## src/rtl/core/uapq_pkg.sv

```systemverilog
// Shared types and constants for the unsorted-array priority queue.
// No dependencies; imported by every module of the unit.
package uapq_pkg;

  localparam int CMD_W         = 2;
  localparam int TAG_FIELD_W   = 64;
  localparam int PRIO_W        = 32;
  localparam int STATUS_W      = 3;
  localparam int CNT_W         = 5;
  localparam int DEPTH_DEF     = 16;
  localparam int TAG_BYTES_DEF = 8;

  typedef enum logic [CMD_W-1:0] {
    CMD_ENQ = 2'd0,
    CMD_DEQ = 2'd1,
    CMD_CHG = 2'd2,
    CMD_CLR = 2'd3
  } cmd_t;

  typedef enum logic [STATUS_W-1:0] {
    ST_OK       = 3'd0,
    ST_EMPTY    = 3'd1,
    ST_NOTFOUND = 3'd2,
    ST_NOTLOWER = 3'd3,
    ST_FULL     = 3'd4
  } status_t;

  typedef enum logic [1:0] {
    S_IDLE,
    S_EXEC,
    S_SCAN,
    S_PUB
  } state_t;

  // Controller to datapath
  typedef struct packed {
    logic load;     // capture the incoming request
    logic exec;     // run the first step of the request
    logic publish;  // copy results into the output register
  } dp_cmd_t;

  // Datapath to controller
  typedef struct packed {
    logic need_scan;  // request needs a pass over the stored entries
    logic scan_done;  // pass finished and results committed
  } dp_stat_t;

endpackage

```

## src/rtl/core/uapq_ctrl.sv

```systemverilog
// Sequencing state machine of the priority queue unit.
// Depends on uapq_pkg; drives dp_cmd_t to uapq_dp and reads dp_stat_t back.
module uapq_ctrl (
  input  logic                clk,
  input  logic                rst,
  input  logic                in_valid,
  output logic                in_stall,
  output logic                out_valid,
  input  logic                out_stall,
  input  uapq_pkg::dp_stat_t  dp_stat,
  output uapq_pkg::dp_cmd_t   dp_cmd
);
  import uapq_pkg::*;

  state_t state;
  state_t state_next;
  logic   pub_ok;

  assign pub_ok = !out_valid || !out_stall;

  always_ff @(posedge clk) begin
    if (rst) begin
      state     <= S_IDLE;
      out_valid <= 1'b0;
    end else begin
      state <= state_next;
      if (dp_cmd.publish) begin
        out_valid <= 1'b1;
      end else if (!out_stall) begin
        out_valid <= 1'b0;
      end
    end
  end

  always_comb begin
    state_next = state;
    unique case (state)
      S_IDLE: if (in_valid) state_next = S_EXEC;
      S_EXEC: state_next = dp_stat.need_scan ? S_SCAN : S_PUB;
      S_SCAN: if (dp_stat.scan_done) state_next = S_PUB;
      S_PUB:  if (pub_ok) state_next = S_IDLE;
      default: state_next = S_IDLE;
    endcase
  end

  always_comb begin
    in_stall       = (state != S_IDLE);
    dp_cmd.load    = (state == S_IDLE) && in_valid;
    dp_cmd.exec    = (state == S_EXEC);
    dp_cmd.publish = (state == S_PUB) && pub_ok;
  end

endmodule

```

## src/rtl/core/uapq_dp.sv

```systemverilog
// Datapath of the priority queue unit: entry memories, fill count, top register,
// scan pipeline and output register. Depends on uapq_pkg; driven by uapq_ctrl.
module uapq_dp #(
  parameter int DEPTH     = uapq_pkg::DEPTH_DEF,
  parameter int TAG_BYTES = uapq_pkg::TAG_BYTES_DEF
) (
  input  logic                                     clk,
  input  logic                                     rst,
  input  uapq_pkg::dp_cmd_t                        dp_cmd,
  output uapq_pkg::dp_stat_t                       dp_stat,
  input  logic [uapq_pkg::CMD_W-1:0]               command,
  input  logic [uapq_pkg::TAG_FIELD_W-1:0]         tag,
  input  logic signed [uapq_pkg::PRIO_W-1:0]       prio,
  output logic [uapq_pkg::STATUS_W-1:0]            status,
  output logic [uapq_pkg::TAG_FIELD_W-1:0]         removed_tag,
  output logic                                     top_valid,
  output logic [uapq_pkg::TAG_FIELD_W-1:0]         top_tag,
  output logic signed [uapq_pkg::PRIO_W-1:0]       top_prio,
  output logic [uapq_pkg::CNT_W-1:0]               entry_count
);
  import uapq_pkg::*;

  localparam int TAG_W = 8 * TAG_BYTES;
  localparam int IW    = (DEPTH > 1) ? $clog2(DEPTH) : 1;
  localparam int CW    = $clog2(DEPTH + 1);

  // Entry storage
  logic [TAG_W-1:0]         tag_mem  [DEPTH];
  logic signed [PRIO_W-1:0] prio_mem [DEPTH];

  // Request
  cmd_t                     req_cmd;
  logic [TAG_W-1:0]         req_tag;
  logic signed [PRIO_W-1:0] req_prio;
  status_t                  res_status;
  logic [TAG_W-1:0]         removed;

  // Queue state
  logic [CW-1:0]            fill;
  logic [TAG_W-1:0]         best_top_tag;
  logic signed [PRIO_W-1:0] best_top_prio;
  logic [IW-1:0]            top_idx;

  // Scan pipeline
  logic                     scan_on;
  logic [CW-1:0]            rd_idx;
  logic                     rd_pend;
  logic [IW-1:0]            pend_idx;
  logic [TAG_W-1:0]         rd_tag_q;
  logic signed [PRIO_W-1:0] rd_prio_q;
  logic                     done;

  // Running minimum of the dequeue pass
  logic                     best_vld;
  logic [TAG_W-1:0]         best_tag;
  logic signed [PRIO_W-1:0] best_prio;
  logic [IW-1:0]            best_idx;
  logic                     best_vld_next;
  logic [TAG_W-1:0]         best_tag_next;
  logic signed [PRIO_W-1:0] best_prio_next;
  logic [IW-1:0]            best_idx_next;

  // Memory write port
  logic                     wr_tag_en;
  logic                     wr_prio_en;
  logic [IW-1:0]            wr_addr;
  logic [TAG_W-1:0]         wr_tag_d;
  logic signed [PRIO_W-1:0] wr_prio_d;

  logic fill_zero, fill_full, issue, last, skip, shifted, chg_match, chg_lower;
  logic enq_better, chg_better, cand_better, data_on;
  logic [IW-1:0] new_pos;

  assign fill_zero = (fill == '0);
  assign fill_full = (fill == CW'(DEPTH));
  assign issue     = scan_on && (rd_idx < fill);
  assign data_on   = scan_on && rd_pend;
  assign last      = (CW'(pend_idx) == fill - CW'(1));
  assign skip      = (pend_idx == top_idx);
  assign shifted   = (pend_idx > top_idx);
  assign new_pos   = shifted ? pend_idx - IW'(1) : pend_idx;
  assign chg_match = (rd_tag_q == req_tag);
  assign chg_lower = (rd_prio_q > req_prio);

  // New entry goes in last, so it wins only strictly on priority, then tag
  assign enq_better = (req_prio < best_top_prio) ||
                      ((req_prio == best_top_prio) && (req_tag < best_top_tag));

  // Lowered entry against the current top; index breaks a full tie
  assign chg_better = (req_prio < best_top_prio) ||
                      ((req_prio == best_top_prio) &&
                       ((rd_tag_q < best_top_tag) ||
                        ((rd_tag_q == best_top_tag) && (pend_idx < top_idx))));

  assign cand_better = !best_vld || (rd_prio_q < best_prio) ||
                       ((rd_prio_q == best_prio) && (rd_tag_q < best_tag));

  assign dp_stat.need_scan = ((req_cmd == CMD_DEQ) || (req_cmd == CMD_CHG)) && !fill_zero;
  assign dp_stat.scan_done = done;

  always_comb begin
    best_vld_next  = best_vld;
    best_tag_next  = best_tag;
    best_prio_next = best_prio;
    best_idx_next  = best_idx;
    if (!skip && cand_better) begin
      best_vld_next  = 1'b1;
      best_tag_next  = rd_tag_q;
      best_prio_next = rd_prio_q;
      best_idx_next  = new_pos;
    end
  end

  always_comb begin
    wr_tag_en  = 1'b0;
    wr_prio_en = 1'b0;
    wr_addr    = '0;
    wr_tag_d   = req_tag;
    wr_prio_d  = req_prio;
    if (dp_cmd.exec && (req_cmd == CMD_ENQ) && !fill_full) begin
      wr_tag_en  = 1'b1;
      wr_prio_en = 1'b1;
      wr_addr    = fill[IW-1:0];
    end else if (data_on && (req_cmd == CMD_DEQ) && shifted) begin
      // close the gap left by the removed entry
      wr_tag_en  = 1'b1;
      wr_prio_en = 1'b1;
      wr_addr    = new_pos;
      wr_tag_d   = rd_tag_q;
      wr_prio_d  = rd_prio_q;
    end else if (data_on && (req_cmd == CMD_CHG) && chg_match && chg_lower) begin
      wr_prio_en = 1'b1;
      wr_addr    = pend_idx;
    end
  end

  always_ff @(posedge clk) begin
    if (wr_tag_en) tag_mem[wr_addr] <= wr_tag_d;
    if (issue) rd_tag_q <= tag_mem[rd_idx[IW-1:0]];
  end

  always_ff @(posedge clk) begin
    if (wr_prio_en) prio_mem[wr_addr] <= wr_prio_d;
    if (issue) rd_prio_q <= prio_mem[rd_idx[IW-1:0]];
  end

  always_ff @(posedge clk) begin
    if (rst) begin
      fill    <= '0;
      scan_on <= 1'b0;
      rd_pend <= 1'b0;
      done    <= 1'b0;
    end else begin
      done <= 1'b0;

      if (dp_cmd.load) begin
        req_cmd  <= cmd_t'(command);
        req_tag  <= tag[TAG_W-1:0];
        req_prio <= prio;
      end

      if (dp_cmd.exec) begin
        removed    <= '0;
        res_status <= ST_OK;
        rd_idx     <= '0;
        rd_pend    <= 1'b0;
        best_vld   <= 1'b0;
        unique case (req_cmd)
          CMD_ENQ: begin
            if (fill_full) begin
              res_status <= ST_FULL;
            end else begin
              fill <= fill + CW'(1);
              if (fill_zero || enq_better) begin
                best_top_tag  <= req_tag;
                best_top_prio <= req_prio;
                top_idx       <= fill[IW-1:0];
              end
            end
          end
          CMD_DEQ: begin
            if (fill_zero) res_status <= ST_EMPTY;
            else scan_on <= 1'b1;
          end
          CMD_CHG: begin
            res_status <= ST_NOTFOUND;
            if (!fill_zero) scan_on <= 1'b1;
          end
          CMD_CLR: fill <= '0;
          default: fill <= fill;
        endcase
      end

      if (scan_on) begin
        if (issue) rd_idx <= rd_idx + CW'(1);
        rd_pend  <= issue;
        pend_idx <= rd_idx[IW-1:0];
      end

      if (data_on) begin
        if (req_cmd == CMD_DEQ) begin
          best_vld  <= best_vld_next;
          best_tag  <= best_tag_next;
          best_prio <= best_prio_next;
          best_idx  <= best_idx_next;
          if (last) begin
            fill          <= fill - CW'(1);
            removed       <= best_top_tag;
            best_top_tag  <= best_tag_next;
            best_top_prio <= best_prio_next;
            top_idx       <= best_idx_next;
            scan_on       <= 1'b0;
            rd_pend       <= 1'b0;
            done          <= 1'b1;
          end
        end else begin
          if (chg_match) begin
            if (chg_lower) begin
              res_status <= ST_OK;
              if (skip) begin
                best_top_prio <= req_prio;
              end else if (chg_better) begin
                best_top_tag  <= rd_tag_q;
                best_top_prio <= req_prio;
                top_idx       <= pend_idx;
              end
            end else begin
              res_status <= ST_NOTLOWER;
            end
            scan_on <= 1'b0;
            rd_pend <= 1'b0;
            done    <= 1'b1;
          end else if (last) begin
            scan_on <= 1'b0;
            rd_pend <= 1'b0;
            done    <= 1'b1;
          end
        end
      end
    end
  end

  // Output register
  always_ff @(posedge clk) begin
    if (dp_cmd.publish) begin
      status      <= res_status;
      removed_tag <= TAG_FIELD_W'(removed);
      top_valid   <= !fill_zero;
      top_tag     <= fill_zero ? '0 : TAG_FIELD_W'(best_top_tag);
      top_prio    <= fill_zero ? '0 : best_top_prio;
      entry_count <= CNT_W'(fill);
    end
  end

endmodule

```

## src/rtl/core/unsorted_array_priority_queue_unit.sv

```systemverilog
// Top level of the unsorted-array min-priority queue.
// Depends on uapq_pkg, uapq_ctrl and uapq_dp.
//
//   channel | handshake            | payload
//   --------+----------------------+------------------------------------------------
//   in      | in_valid / in_stall  | command, tag, prio
//   out     | out_valid / out_stall| status, removed_tag, top_valid, top_tag,
//           |                      | top_prio, entry_count
//
// Enqueue, clear and every request rejected without a search go from acceptance
// through the first step straight to publish. Dequeue and change priority read
// the entries through the registered read port of each entry memory, one entry
// a cycle (change stops early at the first matching tag).
// A new request is taken only once the previous result sits in the output
// register; a stalled output holds the unit in its publish step.
// Synchronous reset empties the queue (fill count to zero); the
// entry memories are not cleared, since only slots below the fill count are read.
module unsorted_array_priority_queue_unit #(
  parameter int DEPTH     = uapq_pkg::DEPTH_DEF,
  parameter int TAG_BYTES = uapq_pkg::TAG_BYTES_DEF
) (
  input  logic                                 clk,
  input  logic                                 rst,
  input  logic                                 in_valid,
  output logic                                 in_stall,
  input  logic [uapq_pkg::CMD_W-1:0]           command,
  input  logic [uapq_pkg::TAG_FIELD_W-1:0]     tag,
  input  logic signed [uapq_pkg::PRIO_W-1:0]   prio,
  output logic                                 out_valid,
  input  logic                                 out_stall,
  output logic [uapq_pkg::STATUS_W-1:0]        status,
  output logic [uapq_pkg::TAG_FIELD_W-1:0]     removed_tag,
  output logic                                 top_valid,
  output logic [uapq_pkg::TAG_FIELD_W-1:0]     top_tag,
  output logic signed [uapq_pkg::PRIO_W-1:0]   top_prio,
  output logic [uapq_pkg::CNT_W-1:0]           entry_count
);
  import uapq_pkg::*;

  dp_cmd_t  dp_cmd;
  dp_stat_t dp_stat;

  // Sequence each request: capture, first step, optional scan, publish
  uapq_ctrl u_ctrl (
    .clk       (clk),
    .rst       (rst),
    .in_valid  (in_valid),
    .in_stall  (in_stall),
    .out_valid (out_valid),
    .out_stall (out_stall),
    .dp_stat   (dp_stat),
    .dp_cmd    (dp_cmd)
  );

  // Hold entries, track the top entry incrementally, drive the result payload
  uapq_dp #(
    .DEPTH     (DEPTH),
    .TAG_BYTES (TAG_BYTES)
  ) u_dp (
    .clk         (clk),
    .rst         (rst),
    .dp_cmd      (dp_cmd),
    .dp_stat     (dp_stat),
    .command     (command),
    .tag         (tag),
    .prio        (prio),
    .status      (status),
    .removed_tag (removed_tag),
    .top_valid   (top_valid),
    .top_tag     (top_tag),
    .top_prio    (top_prio),
    .entry_count (entry_count)
  );

endmodule
```

## config.mk

```make
export PLATFORM = sky130hd
export DESIGN_NAME = unsorted_array_priority_queue_unit
export DESIGN_NICKNAME = d
export VERILOG_FILES = /design/src/rtl/core/uapq_pkg.sv /design/src/rtl/core/uapq_ctrl.sv /design/src/rtl/core/uapq_dp.sv /design/src/rtl/core/unsorted_array_priority_queue_unit.sv
export SDC_FILE = /design/constraint.sdc
export NUM_CORES = 2
export LEC_CHECK = 0
export ABC_CLOCK_PERIOD_IN_PS = 24900
export BUFFER_PORTS_ARGS = -buffer_cell sky130_fd_sc_hd__buf_2
export CAP_MARGIN = 40
export CORE_MARGIN = 5
export CORE_UTILIZATION = 40
export DETAILED_ROUTE_END_ITERATION = 7
export GPL_ROUTABILITY_DRIVEN = 0
export HOLD_SLACK_MARGIN = 0.1
export PLACE_DENSITY = 0.64
export REMOVE_ABC_BUFFERS = 1
export SYNTH_ARGS = -nofsm -noshare
export SYNTH_HDL_FRONTEND = slang
export SYNTH_SLANG_ARGS = --single-unit
```

## constraint.sdc

```tcl
create_clock -name clk -period 24.9 [get_ports clk]
set_input_delay 1.245 -clock clk [delete_from_list [all_inputs] [get_ports clk]]
set_output_delay 1.245 -clock clk [all_outputs]
set_load 0.02 [all_outputs]
```

After elaboration in Yosys (flattened, before gate mapping):

Memory sizes are Yosys's and may differ from the RTL's. A register that Yosys moved wholly into a read port is not among the register bits.
Index checks and enable logic that the tools add are counted.

* add/sub/neg operators: 4
* multiply operators: 0
* divide/modulo/power cells: 0
* magnitude comparators: 9
* equal/unequal tests: 18
* shift-type cells: 0
* mux-type cells: 101
* bitwise operators: 2
* reduce and logical (&&, ||, !) cells: 42

Operators with widths (count)
* two-way mux 64 bit: 18
* two-way mux 32 bit: 14
* less-than comparator 64 bit: 3
* == test 64 bit: 2
* == test 32 bit: 2
* less-than comparator 32 bit: 2
* two-way mux 4 bit: 16
* two-way mux 5 bit: 8
* two-way mux 1 bit: 33
* greater-than comparator 32 bit: 1
* logical AND 1 bit: 17
* two-way mux 3 bit: 5
* adder 5 x 1 -> 5 bit, second input constant: 2
* one-hot mux 5 bit (2 select lines): 1
* one-hot mux 3 bit (3 select lines): 1
* == test 2 bit, second input constant: 4
* logical OR 1 bit: 8
* two-way mux 2 bit: 4
* one-hot mux 2 bit (4 select lines): 1
* logical NOT 1 bit: 6
* inequality test 2 x 1 -> 1 bit, second input constant: 3
* AND reduction 2 bit: 3
* AND reduction 3 bit: 2
* == test 4 x 5 -> 1 bit: 1
* 15 further kinds: 19

* register bits: 555
* bits in latches: 0
* memory bits (writable): 1536
* ROM bits: 0
* input bits: 102
* word-level logic and storage cells: 204
* memories kept: 2

Memory list
* u_dp.tag_mem: words 16, width 64, rd ports 1, clocked after Yosys merged registers in 1, write ports 1, RTL line uapq_dp.sv:28 `logic [TAG_W-1:0] tag_mem [DEPTH];`
* u_dp.prio_mem: words 16, width 32, rd ports 1, clocked after Yosys merged registers in 1, write ports 1, RTL line uapq_dp.sv:29 `logic signed [PRIO_W-1:0] prio_mem [DEPTH];`

Depth between registers and ports, before layout:

* depth after elaboration: 14
* gate-level depth with buffers: 15
* mapped depth without buffers: 12

Modules after synthesis:

Synthesis repeated with hierarchy kept, for this count alone.

* cell total of the unflattened synthesis: 5394
* area total of the unflattened synthesis: 94251.6 µm²

Modules (own cells, without submodules)
* uapq_dp: instances 1, cells each 5368, area an instance 94003.9 µm², sequential area each 65502.8 µm²
* uapq_ctrl: instances 1, cells each 26, area an instance 247.7 µm², sequential area each 60.1 µm²

Least setup slack after synthesis:

No wires, ideal clock.

* kind: input to register
* start point: input out_stall
* end point: register u_dp.entry_count[0] (netlist bit), enable pin
* setup time: 954 ps
* arrival time: 13434 ps
* data required time: 23946 ps
* slack: 10512 ps
* stages on the path: 1
* path buffers: 0
* cells stage by stage: a21boi_0

* word-level cells in the longest chain between the ends: 3

RTL lines
* start, declared: RTL line unsorted_array_priority_queue_unit.sv:30 `input logic out_stall,`
* logical NOT 1 bit: RTL line uapq_ctrl.sv:19 `assign pub_ok = !out_valid || !out_stall;`
* logical OR 1 bit: RTL line uapq_ctrl.sv:19
* logical AND 1 bit: RTL line uapq_ctrl.sv:50 `dp_cmd.publish = (state == S_PUB) && pub_ok;`
* end signal, assigned: RTL line uapq_dp.sv:251 `entry_count <= CNT_W'(fill);`
* end, declared: RTL line uapq_dp.sv:19 `output logic [uapq_pkg::CNT_W-1:0] entry_count`

No other way between the ends.
A chain may end at the register's enable or synchronous reset.

Worst setup path after layout:

* start point: register u_dp.rd_tag_q[53], read port of u_dp.tag_mem
* end point: memory u_dp.tag_mem[13][51] (netlist bit), enable pin

* word-level cells in the longest chain between the ends: 6

RTL lines
* start, declared: RTL line uapq_dp.sv:49 `logic [TAG_W-1:0] rd_tag_q;`
* == test 64 bit: RTL line uapq_dp.sv:82 `assign chg_match = (rd_tag_q == req_tag);`
* logical AND 1 bit (2 in series): RTL line uapq_dp.sv:131 `end else if (data_on && (req_cmd == CMD_CHG) && chg_match && chg_lower) begin`
* two-way mux 4 bit: RTL line uapq_dp.sv:131
* two-way mux 4 bit: RTL line uapq_dp.sv:124 `end else if (data_on && (req_cmd == CMD_DEQ) && shifted) begin`
* two-way mux 4 bit: RTL line uapq_dp.sv:120 `if (dp_cmd.exec && (req_cmd == CMD_ENQ) && !fill_full) begin`
* end, declared: RTL line uapq_dp.sv:28

No other way between the ends.

==> run_results.csv <==
group,metric,value,unit
outcome,outcome,"completed",
pwr,power_density,87.2,nW/µm²
job,drv_cap,0,
grt,grt-ovfl-total,0,
sta,max_freq,154,MHz
die,die_h,490,µm
clock_network,cts_setup_buffers,0,
layout,regArea,65600,µm²
clock_network,h-tree-depth,4,
sta,slew_viol_final,0,
die,initial_core_util,40.1,%
layout,layout_commonest_cell,"edfxtp_1",
synth,synth_cell_type_count,75,
sta,hold-worst-slack,392,ps
layout,drive_above_1_share,25.4,%
synth,ys_seq_area_share,71.1,%
sta,rsz0062_at_grt,"no",
grt,first_global_vias,51100,
sta,hold_violations,0,
synth,syn_area,92200,µm²
synth,ys_warn_count,0,
grt,grt_max_degree,150,
clock_network,postCtsHoldBufs,0,
detailed_routing,via_per_inst,5.84,
synth,async_reset_ff_share,0,%
sta,finalSetupTns,0,ps
detailed_routing,final_antenna_net_count,0,
pwr,leakage,35.8,nW
min_path,hp-class,"register to register",
die,core,230000,µm²
critical_path,cp_data_required_time,25370,ps
detailed_routing,wl_per_cell,30.2,µm
clock_network,post_cts_resized,0,
layout,areaGrowthSynthToFinish,14.5,%
synth,synth_area_leader_cell,"edfxtp_1",
critical_path,crit_type,"register to register",
synth,synth_area_leaders,"edfxtp_1, mux4_2, ha_1",
clock_network,cts_root_buf,"clkbuf_16",
synth,synth.top_cell.area_share,70.9,%
sta,relSlewSlack,27.8,%
clock_network,clkLatencyLatePin,890,ps
sta,fin_crit,6480,ps
clock_network,clk_pin_slew_worst_paths,60,ps
layout,nFillCells,19300,
layout,layout_common_cells,"edfxtp_1, mux4_2, ha_1",
sta,setup_viol_count_final,0,
layout,multi_input_area,25200,µm²
sta,timing.final.crit_share,26.0,%
grt,antenna_found_initial,12,
sta,worst_pin_slew,1080,ps
synth,syn_inst,5058,
layout,final_nets,5865,
detailed_routing,drc,0,
clock_network,cts_buffers,221,
critical_path,worst-path-max-fanout,31,
detailed_routing,drt_first_iter_violations,6097,
place,port_buffers,272,
synth,yosys_register_bits,2187,
die,row_count,176,
clock_network,cts_sinks,2187,
detailed_routing,drtPass1Iterations,7,
detailed_routing,drt_wl_total,262,mm
pwr,ir_drop,0.0695,mV
clock_network,cts_tree,"done",
detailed_routing,via_count,50700,
die,die_width,490,µm
die,die_area,240000,µm²
clock_network,clockBufferDepth,3,
grt,grt_first_pass_wirelength,374,mm
synth,synth_ff_type,"edfxtp_1",
synth,synth_edf_count,2176,
synth,avgSynthCellArea,18.2,µm²
critical_path,cp.arrival,6950,ps
critical_path,worstSetupStartpointType,"register",
critical_path,end_kind,"register",
grt,grt_use_total,21.4,%
place,place_hpwl,165,mm
sta,clock_skew,97.5,ps
die,io_pins,273,
layout,utilization,46.0,%
[state kept, by name, indices dropped and copies added (netlist names), 5 cells and up]
signal and count:
u_dp.best_prio 32, u_dp.best_tag 64, u_dp.best_top_prio 32, u_dp.best_top_tag 64
u_dp.entry_count 5, u_dp.fill 5, u_dp.prio_mem 512, u_dp.rd_idx 5
u_dp.rd_prio_q 32, u_dp.rd_tag_q 64, u_dp.removed 64, u_dp.removed_tag 64
u_dp.req_prio 32, u_dp.req_tag 64, u_dp.tag_mem 1024, u_dp.top_prio 32
u_dp.top_tag 64
[critical path: stages, from the launching register on]
cell	delay, ps
edfxtp_1	520
xnor2_1	570
nand2_1	140
or4_1	550
nor4_1	370
nand4_1	630
nor4b_4	600
and2b_1	230
a21oi_1	100
nand2b_1	540
nor2_4	420
buf_4	680
buf_4	630
[per-stage QoR]
step / cells / area, µm² / power, W / setup WS (ps)
finish: 8675 / 106000 / 0.00921 / 18420
global route: 8674 / 106000 / 0.00953 / 18270
CTS: 8671 / 106000 / 0.00927 / 18520
detailed placement: 8258 / 98400 / 0.00599 / 18610
global placement: 8224 / 97600 / 0.00594 / 18370
floorplan: 4835 / 91300 / 0.00580 / 7480
[final timing paths]
check | start | to | slack (ps) | cells past startpoint
hold reg to reg | u_dp.removed[29]$_DFFE_PN_ | u_dp.removed_tag[29]$_DFFE_PP_ | 390 | 0
setup / recovery | u_dp.rd_tag_q[53]$_DFFE_PP_ | u_dp.tag_mem[13][51]$_DFFE_PP_ | 18420 | 12
setup reg to reg | u_dp.rd_tag_q[53]$_DFFE_PP_ | u_dp.tag_mem[13][51]$_DFFE_PP_ | 18420 | 12
hold / removal | u_dp.removed[29]$_DFFE_PN_ | u_dp.removed_tag[29]$_DFFE_PP_ | 390 | 0
[layer usage]
metal / track usage, % / vias up / share of wire [%]
met5: 0 / - / 0
met3: 4.07 / 520 / 8.0
met2: 34.0 / 2463 / 47
li1: - / 21200 / -
met4: 9.10 / 0 / 4.8
met1: 29.0 / 26500 / 40
[cells in the mapped netlist (all sizes together) (27+ instances only)]
master and instances:
a21o 30, a21oi 109, a22oi 97, buf 72, clkbuf 151, edfxtp 2176
ha 307, inv 255, mux2 192, mux4 480, nand2 283, nand3 43
nand3b 67, nand4 70, nor2 185, nor3 33, nor4 27, o21ai 181
o31ai 34, xor2 48
[report_power, final]
part / total (W) / internal [W] / leakage, nW / switching [W]
clock: 0.00329 / 0.00184 / 3.48 / 0.00145
combinational: 0.00149 / 0.000620 / 12.4 / 0.000867
sequential: 0.00443 / 0.00433 / 19.9 / 0.0000989
[kinds of logic (layout without fill, tap and decap cells)]
family / count (synthesis) / after routing / synth area share (%)
flops: 2187 / 2187 / 71.1
fa+ha+maj: 307 / 307 / 4.17
compound gates: 553 / 553 / 3.79
other cells: 0 / 3 / 0
xor+xnor: 68 / 68 / 0.646
mux: 680 / 680 / 14.2
simple gates: 785 / 785 / 4.13
buf+inv: 478 / 1066 / 2.00
[layout make-up]
cell class                 instances  share of cell area [%]
timing repair buffer             398                    2.73
clock inverter                   143                    1.41
inverter                         255                   0.918
tap                             3026                    3.59
sequential                      2187                    62.1
antenna                            3                 0.00711
clock buffer                     270                    5.42
multi-input combinational       2393                    23.9
Note: power is estimated with default switching activity, not from simulation.
